$ cat src/design/swcm_pkg.sv
// ----------------------------------------------------------------------------
// swcm_pkg
// Shared types and constants for the sliding window class metrics block.
// ----------------------------------------------------------------------------
package swcm_pkg;

  localparam int WINDOW_MAX  = 1024;
  localparam int NUM_CLASSES = 16;
  localparam int PosW  = $clog2(WINDOW_MAX);
  localparam int CntW  = PosW + 1;
  localparam int ClsW  = $clog2(NUM_CLASSES);
  localparam int ObsW  = ClsW + 1;
  localparam int LblW  = 5;
  localparam int QW    = 17;
  localparam int SumW  = QW + CntW;
  localparam logic [CntW-1:0] WinReset = CntW'(256);

  localparam logic CmdObserve = 1'b0;
  localparam logic CmdClear   = 1'b1;

  typedef enum logic [3:0] {
    StIdle,
    StRead,
    StEvict,
    StAdd,
    StAccDiv,
    StClsLoad,
    StClsDiv,
    StMeanDiv,
    StOut
  } state_e;

  typedef struct packed {
    logic clear;
    logic latch;
    logic ring_read;
    logic evict;
    logic add;
    logic acc_start;
    logic cls_load;
    logic cls_start;
    logic cls_next;
    logic mean_start;
    logic out_load;
  } ctrl_t;

  typedef struct packed {
    logic record;
    logic do_evict;
    logic cmd_clear;
    logic div_busy;
    logic cls_obs;
    logic cls_last;
  } stat_t;

endpackage

$ cat src/design/swcm_ctrl.sv
// ----------------------------------------------------------------------------
// swcm_ctrl
// Sequencer: update, accuracy divide, per-class F1 divides, mean divide.
// ----------------------------------------------------------------------------
module swcm_ctrl (
  input  logic            clk_i,
  input  logic            rst_ni,
  input  logic            in_valid_i,
  output logic            in_ready_o,
  input  logic            cfg_fire_i,
  output logic            out_valid_o,
  input  logic            out_ready_i,
  input  swcm_pkg::stat_t stat_i,
  output swcm_pkg::ctrl_t ctrl_o
);
  swcm_pkg::state_e state_q, state_d;
  logic             ovalid_q, ovalid_d;
  logic [1:0]       sub_q;

  always_comb begin
    state_d = state_q;
    case (state_q)
      swcm_pkg::StIdle:    if (in_valid_i) state_d = swcm_pkg::StRead;
      swcm_pkg::StRead: begin
        if (stat_i.cmd_clear || !stat_i.record) state_d = swcm_pkg::StAccDiv;
        else if (stat_i.do_evict)               state_d = swcm_pkg::StEvict;
        else                                    state_d = swcm_pkg::StAdd;
      end
      swcm_pkg::StEvict:   state_d = swcm_pkg::StAdd;
      swcm_pkg::StAdd:     state_d = swcm_pkg::StAccDiv;
      swcm_pkg::StAccDiv:  if (!stat_i.div_busy && (sub_q != 2'd0))
                             state_d = swcm_pkg::StClsLoad;
      swcm_pkg::StClsLoad: begin
        if (stat_i.cls_obs)       state_d = swcm_pkg::StClsDiv;
        else if (stat_i.cls_last) state_d = swcm_pkg::StMeanDiv;
      end
      swcm_pkg::StClsDiv: begin
        if (!stat_i.div_busy && !ctrl_o.cls_start) begin
          state_d = stat_i.cls_last ? swcm_pkg::StMeanDiv : swcm_pkg::StClsLoad;
        end
      end
      swcm_pkg::StMeanDiv: if (!stat_i.div_busy && !ctrl_o.mean_start && !ovalid_q)
                             state_d = swcm_pkg::StOut;
      swcm_pkg::StOut:     state_d = swcm_pkg::StIdle;
      default:             state_d = swcm_pkg::StIdle;
    endcase
  end

  always_comb begin
    ctrl_o = '0;
    ctrl_o.latch      = (state_q == swcm_pkg::StIdle) && in_valid_i;
    ctrl_o.clear      = cfg_fire_i ||
                        ((state_q == swcm_pkg::StRead) && stat_i.cmd_clear);
    ctrl_o.ring_read  = (state_q == swcm_pkg::StRead);
    ctrl_o.evict      = (state_q == swcm_pkg::StEvict);
    ctrl_o.add        = (state_q == swcm_pkg::StAdd);
    ctrl_o.acc_start  = (state_q == swcm_pkg::StAccDiv) && (sub_q == 2'd0);
    ctrl_o.cls_load   = (state_q == swcm_pkg::StAccDiv) && !stat_i.div_busy && (sub_q != 2'd0);
    ctrl_o.cls_start  = (state_q == swcm_pkg::StClsLoad) && stat_i.cls_obs;
    ctrl_o.cls_next   = ((state_q == swcm_pkg::StClsLoad) && !stat_i.cls_obs && !stat_i.cls_last)
                      || ((state_q == swcm_pkg::StClsDiv) && !stat_i.div_busy
                          && !(sub_q == 2'd0));
    ctrl_o.mean_start = ((state_q == swcm_pkg::StMeanDiv) && (sub_q == 2'd0));
    ctrl_o.out_load   = (state_q == swcm_pkg::StOut);
  end

  // sub_q marks the first cycle of a divide-wait state (divider not yet started)
  always_ff @(posedge clk_i or negedge rst_ni) begin
    if (!rst_ni) sub_q <= 2'd0;
    else if (state_d != state_q) sub_q <= 2'd0;
    else sub_q <= 2'd1;
  end

  assign ovalid_d = ctrl_o.out_load ? 1'b1 : (out_ready_i ? 1'b0 : ovalid_q);

  always_ff @(posedge clk_i or negedge rst_ni) begin
    if (!rst_ni) begin
      state_q  <= swcm_pkg::StIdle;
      ovalid_q <= 1'b0;
    end else begin
      state_q  <= state_d;
      ovalid_q <= ovalid_d;
    end
  end

  assign in_ready_o  = (state_q == swcm_pkg::StIdle);
  assign out_valid_o = ovalid_q;

`ifndef SYNTH
  a_one_step: assert property (@(posedge clk_i) disable iff (!rst_ni)
    !(ctrl_o.evict && ctrl_o.add)) else $error("evict and add together");
  a_load_then_valid: assert property (@(posedge clk_i) disable iff (!rst_ni)
    ctrl_o.out_load |=> out_valid_o) else $error("result lost");
  a_latch_idle: assert property (@(posedge clk_i) disable iff (!rst_ni)
    ctrl_o.latch |-> state_q == swcm_pkg::StIdle) else $error("latch outside idle");
`endif
endmodule

$ cat config.mk
export PLATFORM = sky130hd
export DESIGN_NAME = swcm_ctrl
export DESIGN_NICKNAME = d
export VERILOG_FILES = /design/src/design/swcm_pkg.sv /design/src/design/swcm_ctrl.sv
export SDC_FILE = /design/constraint.sdc
export NUM_CORES = 1
export LEC_CHECK = 0
export BUFFER_PORTS_ARGS = -buffer_cell sky130_fd_sc_hd__buf_2
export CAP_MARGIN = 0
export CORE_MARGIN = 2
export CORE_UTILIZATION = 35
export CTS_CLUSTER_SIZE = 24
export DETAILED_ROUTE_END_ITERATION = 8
export GPL_TIMING_DRIVEN = 0
export MAX_ROUTING_LAYER = met4
export SLEW_MARGIN = 40
export SYNTH_ARGS = -nofsm -noshare
export SYNTH_HDL_FRONTEND = slang
export SYNTH_SLANG_ARGS = --single-unit
$ cat constraint.sdc
create_clock -name clk_i -period 4.4 [get_ports clk_i]
set_clock_uncertainty 0.1 [all_clocks]
set_input_delay 0.88 -clock clk_i [delete_from_list [all_inputs] [get_ports clk_i]]
set_output_delay 0.88 -clock clk_i [all_outputs]
set_load 0.005 [all_outputs]
After elaboration in Yosys (flattened, before gate mapping):

Cells that the tools add are included.

* eq/ne operators: 9
* reductions and logical operators: 30
* muxes and demuxes: 13

Operators with widths (count)
* $pmux W4 S8: 1
* $mux W4: 6
* $eq A4 B3 Y1 const B: 4
* $logic_and A1 B1 Y1: 15
* $eq A4 B2 Y1 const B: 2
* $logic_not A1 Y1: 8
* $eq A4 B1 Y1 const B: 1
* $eq A4 B4 Y1 const B: 1
* $logic_not A4 Y1: 1
* $mux W1: 4
* $ne A4 B4 Y1: 1
* $reduce_bool A2 Y1: 2
* $logic_or A1 B1 Y1: 3
* $mux W3: 1
* $logic_not A2 Y1: 1
* $mux W2: 1

* bits in registers: 7
* output and inout port bits: 13
* word-level logic and storage cells: 55

Longest topological paths before layout:

Gate-level depths: netlist of run 1.

* word-level depth: 9
* mapped depth: 5
* gate-level depth less buffers: 4

Worst setup path after synthesis of run 1:

Ideal clock, no wire load.

* path kind: input to output
* start: input port stat_i[2] (netlist bit)
* end: output port ctrl_o[4] (netlist bit)
* path buffers: 0
* cell stages on the path: 3
* path slack: 1890 ps
* required time: 3420 ps
* arrival time: 1530 ps
* cells stage by stage: nand2b_1 > or4_4 > inv_1

RTL lines
* start, declared: line swcm_ctrl.sv:13 `input swcm_pkg::stat_t stat_i,`
* end, declared: line swcm_ctrl.sv:14 `output swcm_pkg::ctrl_t ctrl_o`

==> impl_metrics.tcl, run 1 <==
set metrics [dict create \
    yosys.area_share.adder_pct 0 \
    finalSetupViolations 0 \
    cts_resized 0 \
    dieArea_um2 1720 \
    final_util_pct 49.7 \
    synth_top_area_share_pct 30.6 \
    min_period_ps 2760 \
    io_buffers 23 \
    wl_um 1210 \
    yosys.area_share.xor_xnor_pct 0 \
    multi_input_area_um2 298 \
    antenna_found_initial 0 \
    internal_power_uw 189 \
    ant_nets 0 \
    clock_sinks 6 \
    cts_buffers 3 \
    first_iter_violations 14 \
    ir_drop_uv 264 \
    cts_tree "yes" \
    place_ws_ps 1640 \
    path_clk_slew_ps 40 \
    ys_ff_latch 6 \
    avgRoutedWirePerCell_um 12.0 \
    cap_violations 0 \
    grt_pass1_wl_um 2010 \
    synth_compound_area_share_pct 19.9 \
    clkPwrFrac_pct 15.0 \
    worstMarginPinSlew_ps 368 \
    relSlewSlack_pct 74.9 \
    core_area_um2 1300 \
    rows 13 \
    ys.warnings.count 0 \
    grt_max_degree 11 \
    synth_fp_nets 71 \
    fillCellCount 144 \
    hold_buffers 0 \
    synth_flop_cell "dfrtp_1" \
    die_w_um 41.4 \
    io_pins 24 \
    p_switching_uw 138 \
    synth-simple-area-share_pct 40.8 \
    cp_max_fo 4 \
    final_cell_mix "buf_2 (27), nor3_1 (6), nor2_1 (6), dfrtp_1 (6), nand2_1 (5)" \
    power_frac_comb_pct 57.2 \
    status "completed" \
    drv_slew 0 \
    hold_path_class "input port to async pin" \
    reg2reg_to "sub_q[0]" \
    rsz0062_at_grt "false" \
    max_freq_ghz 0.362 \
    cts-root-buf "clkbuf_4" \
    synth.distinct_cells 28 \
    synthArstFlopShare_pct 100 \
    syn_to_final_growth_pct 31.9 \
    grt-ovfl-total 0 \
    syn_avg_cell_area_um2 8.17 \
    drive_gt1_share_pct 40.7 \
    finalSetupTns_ps 0 \
    netlist_instances 60 \
    worst-r2r-cell-count 4 \
    syn-cell-area_um2 490 \
    vias 533 \
    synth_area_leaders "dfrtp_1 (31%), nor3_1 (6.1%), nor2_1 (4.6%), buf_2 (4.1%), nand2_1 (3.8%)" \
    start_util_pct 37.7 \
    nets 99 \
    p_seq_share_pct 27.9 \
    synth_top_family_by_area "simple AND/OR/NAND/NOR gates" \
    end_kind "output pin" \
    crit_type "input port to output pin" \
    hold_viol_final 0 \
    dr.pass1.iters 4 \
    antennaDiodeCount 0 \
    post_cts_buffers 0 \
    synth_edf_count 0 \
    worst_ep_arrival_time_ps 1780 \
    layout.cells.most_common "buf_2" \
    p_per_area_nw_per_um2 506 \
    period_share_pct 62.7 \
    clkLatencyLatePin_ps 240 \
    track_usage_pct 15.6 \
    drcViolationCount 0 \
    cp.required_ps 3420 \
    gp_congestion 0.834 \
    r2r_start "state_q[1]" \
    r2r_setup_slack_ps 2760 \
    muxShareOfSynthArea_pct 0 \
    clock_path_buffers 2 \
    die_y_um 41.4 \
    startpoint_type "input port" \
    via_per_inst 5.28 \
    cts_max_level 1 \
    regArea_um2 150 \
    ys_seq_area_share_pct 30.6 \
    synth_top_area_cell "dfrtp_1" \
    leakagePower_uw 0.000343 \
    grt_pass1_vias 481 \
    switching_share_pct 42.2 \
    place_hpwl_um 932 \
    timing.final.ws_setup_ps 1640 \
]
==> metrics by stage <==
stage	cells	cell area, um2	total power [uW]	hold slack, ps
final	101	647	328	355
after global routing	101	647	356	359
after CTS	101	647	329	357
after detailed placement	98	624	279	432
after global placement	98	624	279	441
after floorplan	60	490	224	398
==> synthesized netlist by cell type, types with 2 or more instances <==
cell      number
nor2b_1        2
nor4_1         2
a21o_1         2
buf_2          4
dfrtp_1        6
nand2_1        5
inv_1          4
nand2b_1       3
nor2_1         6
o211ai_1       2
o22ai_1        2
nor3_1         6
==> state kept, by name, summed over array words and instances, names as in the netlist <==
register and count:
state_q 4, out_valid_o 1, sub_q 1
==> worst max path at each step <==
stage | start | endpoint
after global placement | stat_i[2] | ctrl_o[4]
after global routing | stat_i[2] | ctrl_o[4]
after floorplan | stat_i[2] | ctrl_o[4]
after CTS | stat_i[2] | ctrl_o[4]
final | stat_i[2] | ctrl_o[4]
after detailed placement | stat_i[2] | ctrl_o[4]
==> critical path, stage by stage <==
cell and delay (ps):
buf_2 120, nand2b_1 190, or4_4 430, inv_1 60
buf_2 100
==> metal layers <==
| layer | up-vias | global-route usage [%] | part of all wire (%) |
|---|---|---|---|
| met5 | - | - | 0 |
| met4 | 0 | 7.74 | 2.1 |
| met3 | 4 | 3.04 | 5.9 |
| met2 | 21 | 23.4 | 46 |
| met1 | 233 | 19.8 | 46 |
| li1 | 275 | - | - |
==> cell families after synthesis <==
family,Yosys count
simple gates,32
flops,6
buf+inv,9
compound gates,13
==> power by group through the flow <==
stage	logic (uW)	registers, uW	clock network (uW)
5_1_grt	211	93.5	52.4
6_report	187	91.3	49.0
2_1_floorplan	136	88.2	0
4_1_cts	188	91.2	50.0
3_3_place_gp	187	92.3	0
3_5_place_dp	187	92.0	0
==> area by class of cell <==
class | instances | area share, %
multi-input cells | 45 | 46.0
plain buffers | 5 | 4.26
inverters | 4 | 2.32
repair buffers | 23 | 17.8
well taps | 15 | 2.90
flip-flops and latches | 6 | 23.2
clock buffers | 3 | 3.48
No activity file was read; power rests on OpenSTA's default activity.
==> inputs of run 2 (changes only) <==
--- a/config.mk
+++ b/config.mk
@@ -13,6 +13,7 @@
 export DETAILED_ROUTE_END_ITERATION = 8
 export GPL_TIMING_DRIVEN = 0
 export MAX_ROUTING_LAYER = met4
+export PLACE_DENSITY = 0.66
 export SLEW_MARGIN = 40
 export SYNTH_ARGS = -nofsm -noshare
 export SYNTH_HDL_FRONTEND = slang
==> constraint.sdc (replaced) <==
create_clock -name clk_i -period 2.4 [get_ports clk_i]
set_clock_uncertainty 0.1 [all_clocks]
set_input_delay 0.48 -clock clk_i [delete_from_list [all_inputs] [get_ports clk_i]]
set_output_delay 0.48 -clock clk_i [all_outputs]
set_load 0.005 [all_outputs]
==> run 2 against run 1 <==
Effect of this change: combinational power up 85%; setup slack worse by 1400 ps; sequential power grew 83%; first-iteration DRC count decreased by 43%.
==> impl_metrics.tcl, run 2 (same netlist as run 1, synthesis figures left out) <==
set metrics [dict create \
    status "completed" \
    track_usage_pct 14.7 \
    timing.final.ws_setup_ps 279 \
    clock_path_buffers 2 \
    grt_pass1_vias 463 \
    drv_slew 0 \
    gp_congestion 0.823 \
    cp_max_fo 10 \
    fin_area_um2 657 \
    drive_gt1_share_pct 40.2 \
    die_w_um 41.4 \
    dr.pass1.iters 4 \
    io_buffers 23 \
    core_area_um2 1300 \
    cts_resized 0 \
    dieArea_um2 1720 \
    cts_max_level 1 \
    largest_reg_flops 4 \
    crit_type "register to output pin" \
    worstMarginPinSlew_ps 484 \
    period_share_pct 88.4 \
    placed_cell_area_um2 624 \
    via_per_inst 5.44 \
    cts_tree "yes" \
    avgRoutedWirePerCell_um 12.2 \
    relSlewSlack_pct 66.9 \
    switching_share_pct 42.4 \
    crit_path_top_delay_cell "dfrtp_1" \
    rsz0062_at_grt "false" \
    grt_max_degree 11 \
    cap_violations 0 \
    ir_drop_uv 428 \
    antennaDiodeCount 0 \
    worst_ep_arrival_time_ps 1540 \
    layout.cells.most_common "buf_2" \
    crit_top_cell "buf_2" \
    nets 100 \
    cts-root-buf "clkbuf_4" \
    first_iter_violations 8 \
    path_clk_slew_ps 40 \
    grt_pass1_wl_um 1940 \
    rows 13 \
    drcViolationCount 0 \
    final_cell_mix "buf_2 (27), nor3_1 (6), nor2_1 (6), dfrtp_1 (6), nand2_1 (5)" \
    startpoint_type "register" \
    place_hpwl_um 917 \
    hold_path_class "input port to register" \
    cp.required_ps 1820 \
    start_util_pct 37.7 \
    p_total_uw 605 \
    largest_register "state_q" \
    grt-ovfl-total 0 \
    post_cts_buffers 0 \
    p_switching_uw 257 \
    syn_to_final_growth_pct 33.9 \
    max_stage_delay_ps 410 \
    p_seq_share_pct 27.6 \
    leakagePower_uw 0.000347 \
    hold_viol_final 0 \
    whs_ps 410 \
    place_ws_ps 426 \
    clkLatencyLatePin_ps 240 \
    vias 555 \
    max_freq_ghz 0.471 \
    crit_chain "buf_2 > nand2b_1 > o32a_1 > nor2_1 > buf_2" \
    power_frac_comb_pct 57.3 \
    internal_power_uw 348 \
    end_kind "output pin" \
    min_period_ps 2120 \
    clock_sinks 6 \
    cts_buffers 3 \
    ant_nets 0 \
    finalSetupViolations 0 \
    finalSetupTns_ps 0 \
    die_y_um 41.4 \
    p_per_area_nw_per_um2 921 \
    antenna_found_initial 0 \
    io_pins 24 \
    wl_um 1250 \
    clkPwrFrac_pct 15.1 \
]
run 2: cell count changes in the layout (fill, tap and decap cells not counted), sizes merged:
cell         delta
dlygate4sd3     +1
run 2: worst max-delay path: cells and delay by family, from the launching register on:
family,cells,cell delay [ps]
AOI/OAI and AO/OA,1,300
buffers and inverters,2,310
DFF,1,410
and+or+nand+nor,2,280
run 2: path summary, 6_finish.rpt:
path	startpoint	endpoint	slack [ps]	cells after the start
setup / recovery	state_q[1]	ctrl_o[2]	280	5
min in group asynchronous	rst_ni	sub_q[0]	490	2
setup reg to reg	state_q[3]	sub_q[0]	770	4
max in group asynchronous	rst_ni	state_q[2]	1570	2
hold reg to reg	out_valid_o	state_q[3]	440	1
hold / removal	out_ready_i	out_valid_o	410	3
run 2: metrics by stage:
step,util [%],cells
finish,50.5,102
floorplan,-,60
global route,50.5,102
global placement,48.0,98
CTS,50.5,102
detailed placement,48.0,98
run 2: cell type report:
| type | instances | area (um2) |
|---|---|---|
| inverter | 4 | 15.0 |
| fill | 142 | 644 |
| multi-input combinational | 45 | 298 |
| sequential | 6 | 150 |
| clock buffer | 3 | 22.5 |
| tap | 15 | 18.8 |
| buffer | 5 | 27.5 |
| timing repair buffer | 24 | 125 |
run 2: timing repair:
action | 4_1_cts | 5_1_grt
setup endpoints to repair | 0 | 0
hold buffers | 1 | 0
hold endpoints to repair | 6 | 0
run 2: layer usage:
metal  vias up  GRT usage [%]  share of wire, %
met5         -              -                 0
met4         0           5.81               1.9
met3         6           3.04               4.6
met2        25           24.7                47
met1       248           17.1                46
li1        276              -                 -
run 2: power groups by stage:
stage | Sequential (uW) | Combinational (uW) | Clock (uW)
4_1_cts | 166 | 346 | 92.8
6_report | 167 | 346 | 91.2
2_1_floorplan | 162 | 249 | 0
5_1_grt | 171 | 378 | 99.8
3_3_place_gp | 168 | 338 | 0
3_5_place_dp | 168 | 341 | 0
==> inputs of run 3 (changes only) <==
--- a/config.mk
+++ b/config.mk
@@ -13,7 +13,8 @@
 export DETAILED_ROUTE_END_ITERATION = 8
 export GPL_TIMING_DRIVEN = 0
 export MAX_ROUTING_LAYER = met4
-export PLACE_DENSITY = 0.66
+export PLACE_DENSITY = 0.78
+export REMOVE_ABC_BUFFERS = 1
 export SLEW_MARGIN = 40
 export SYNTH_ARGS = -nofsm -noshare
 export SYNTH_HDL_FRONTEND = slang
==> run 3 against run 2 <==
Effect of this change: critical path depth is 1 lower; first-iteration DRC count is 63% higher; via count fell by 3.6%; largest cell class unchanged.
==> impl_metrics.tcl, run 3 (same netlist as run 1, synthesis figures left out) <==
set metrics [dict create \
    status "completed" \
    dr.pass1.iters 4 \
    drcViolationCount 0 \
    p_per_area_nw_per_um2 934 \
    io_buffers 23 \
    track_usage_pct 15.4 \
    hold_viol_final 0 \
    timing.final.ws_setup_ps 143 \
    avgRoutedWirePerCell_um 13.0 \
    gp_congestion 0.823 \
    clock_path_buffers 2 \
    cp.required_ps 1820 \
    worstSetupStartpoint "state_q[2]" \
    cap_violations 0 \
    worst-path-buf-inv 2 \
    grt_pass1_vias 485 \
    core_area_um2 1300 \
    place_hpwl_um 904 \
    largest_register "state_q" \
    vias 535 \
    antennaDiodeCount 0 \
    ant_nets 0 \
    cp_max_fo 12 \
    cts_tree "yes" \
    cp.depth 4 \
    finalSetupTns_ps 0 \
    post_cts_buffers 0 \
    io_pins 24 \
    first_iter_violations 13 \
    grt_pass1_wl_um 2030 \
    crit_chain "nand2b_4 > or4_4 > inv_1 > buf_2" \
    max_freq_ghz 0.443 \
    worst_ep_arrival_time_ps 1680 \
    via_per_inst 5.52 \
    syn_to_final_growth_pct 28.3 \
    drive_gt1_share_pct 36.6 \
    r2r_start "state_q[2]" \
    end_kind "output pin" \
    leakagePower_uw 0.000325 \
    final_cell_mix "buf_2 (23), nor3_1 (6), nor2_1 (6), dfrtp_1 (6), nand2_1 (5)" \
    critPathTopFamily "flip-flops" \
    die_y_um 41.4 \
    drv_slew 0 \
    die_w_um 41.4 \
    worst-r2r-cell-count 4 \
    ir_drop_uv 550 \
    crit_type "register to output pin" \
    period_share_pct 94.0 \
    grt_max_degree 14 \
    clock_sinks 6 \
    place_ws_ps 421 \
    dieArea_um2 1720 \
    finalSetupViolations 0 \
    rsz0062_at_grt "false" \
    hp-start "out_ready_i" \
    antenna_found_initial 0 \
    rows 13 \
    cts_buffers 3 \
    cts-root-buf "clkbuf_4" \
    startpoint_type "register" \
    min_period_ps 2260 \
    layout.cells.most_common "buf_2" \
    nets 95 \
    hold_path_class "input port to register" \
    crit_path_top_delay_cell "dfrtp_1" \
    placed_cell_area_um2 597 \
    max_stage_delay_ps 640 \
    path_clk_slew_ps 50 \
    wl_um 1260 \
    largest_reg_flops 4 \
    relSlewSlack_pct 67.5 \
    clkLatencyLatePin_ps 250 \
    cts_max_level 1 \
    worstMarginPinSlew_ps 487 \
    start_util_pct 37.7 \
    grt-ovfl-total 0 \
    hold_depth 3 \
    fin_area_um2 629 \
]
-- run 3: area by class of cell --
class	count	area [um2]
fill	147	672
clock buffer	3	22.5
tap	15	18.8
sequential	6	150
timing repair buffer	24	125
multi-input combinational	45	298
inverter	4	15.0
-- run 3: per-layer routing --
layer,vias up,GRT usage [%],wire length (um)
li1,264,-,-
met1,252,18.8,544
met2,19,24.4,631
met3,0,5.22,81
met4,0,3.87,0
met5,-,-,0
-- run 3: power breakdown --
part           internal (uW)  total, uW  switching, uW
clock                   56.6       93.6           37.0
sequential               134        227           92.8
combinational            141        267            126
-- run 3: worst paths after layout --
path / end / slack [ps]
max: ctrl_o[4] / 140
min: out_valid_o / 410
max reg2reg: sub_q[0] / 570
min reg2reg: state_q[3] / 420
max in group asynchronous: state_q[1] / 1570
min in group asynchronous: state_q[3] / 480
-- run 3: tightest hold or removal path, delay by kind of cell --
kind	cells	cell delay [ps]
AOI/OAI and AO/OA	1	100
buffers and inverters	2	130
-- run 3: through the flow --
step                util (%)  total power (uW)  hold WS [ps]  instances
finish                  48.4               588           405         97
global route            48.4               631           424         97
CTS                     48.4               589           404         97
detailed placement      45.9               490           209         93
global placement        45.9               482           206         93
floorplan                  -               392          84.4         55
-- run 3: timing repair --
action / in CTS / in global routing
hold endpoints to repair: 6 / 0
hold buffers: 1 / 0
resized for setup: 0 / 0
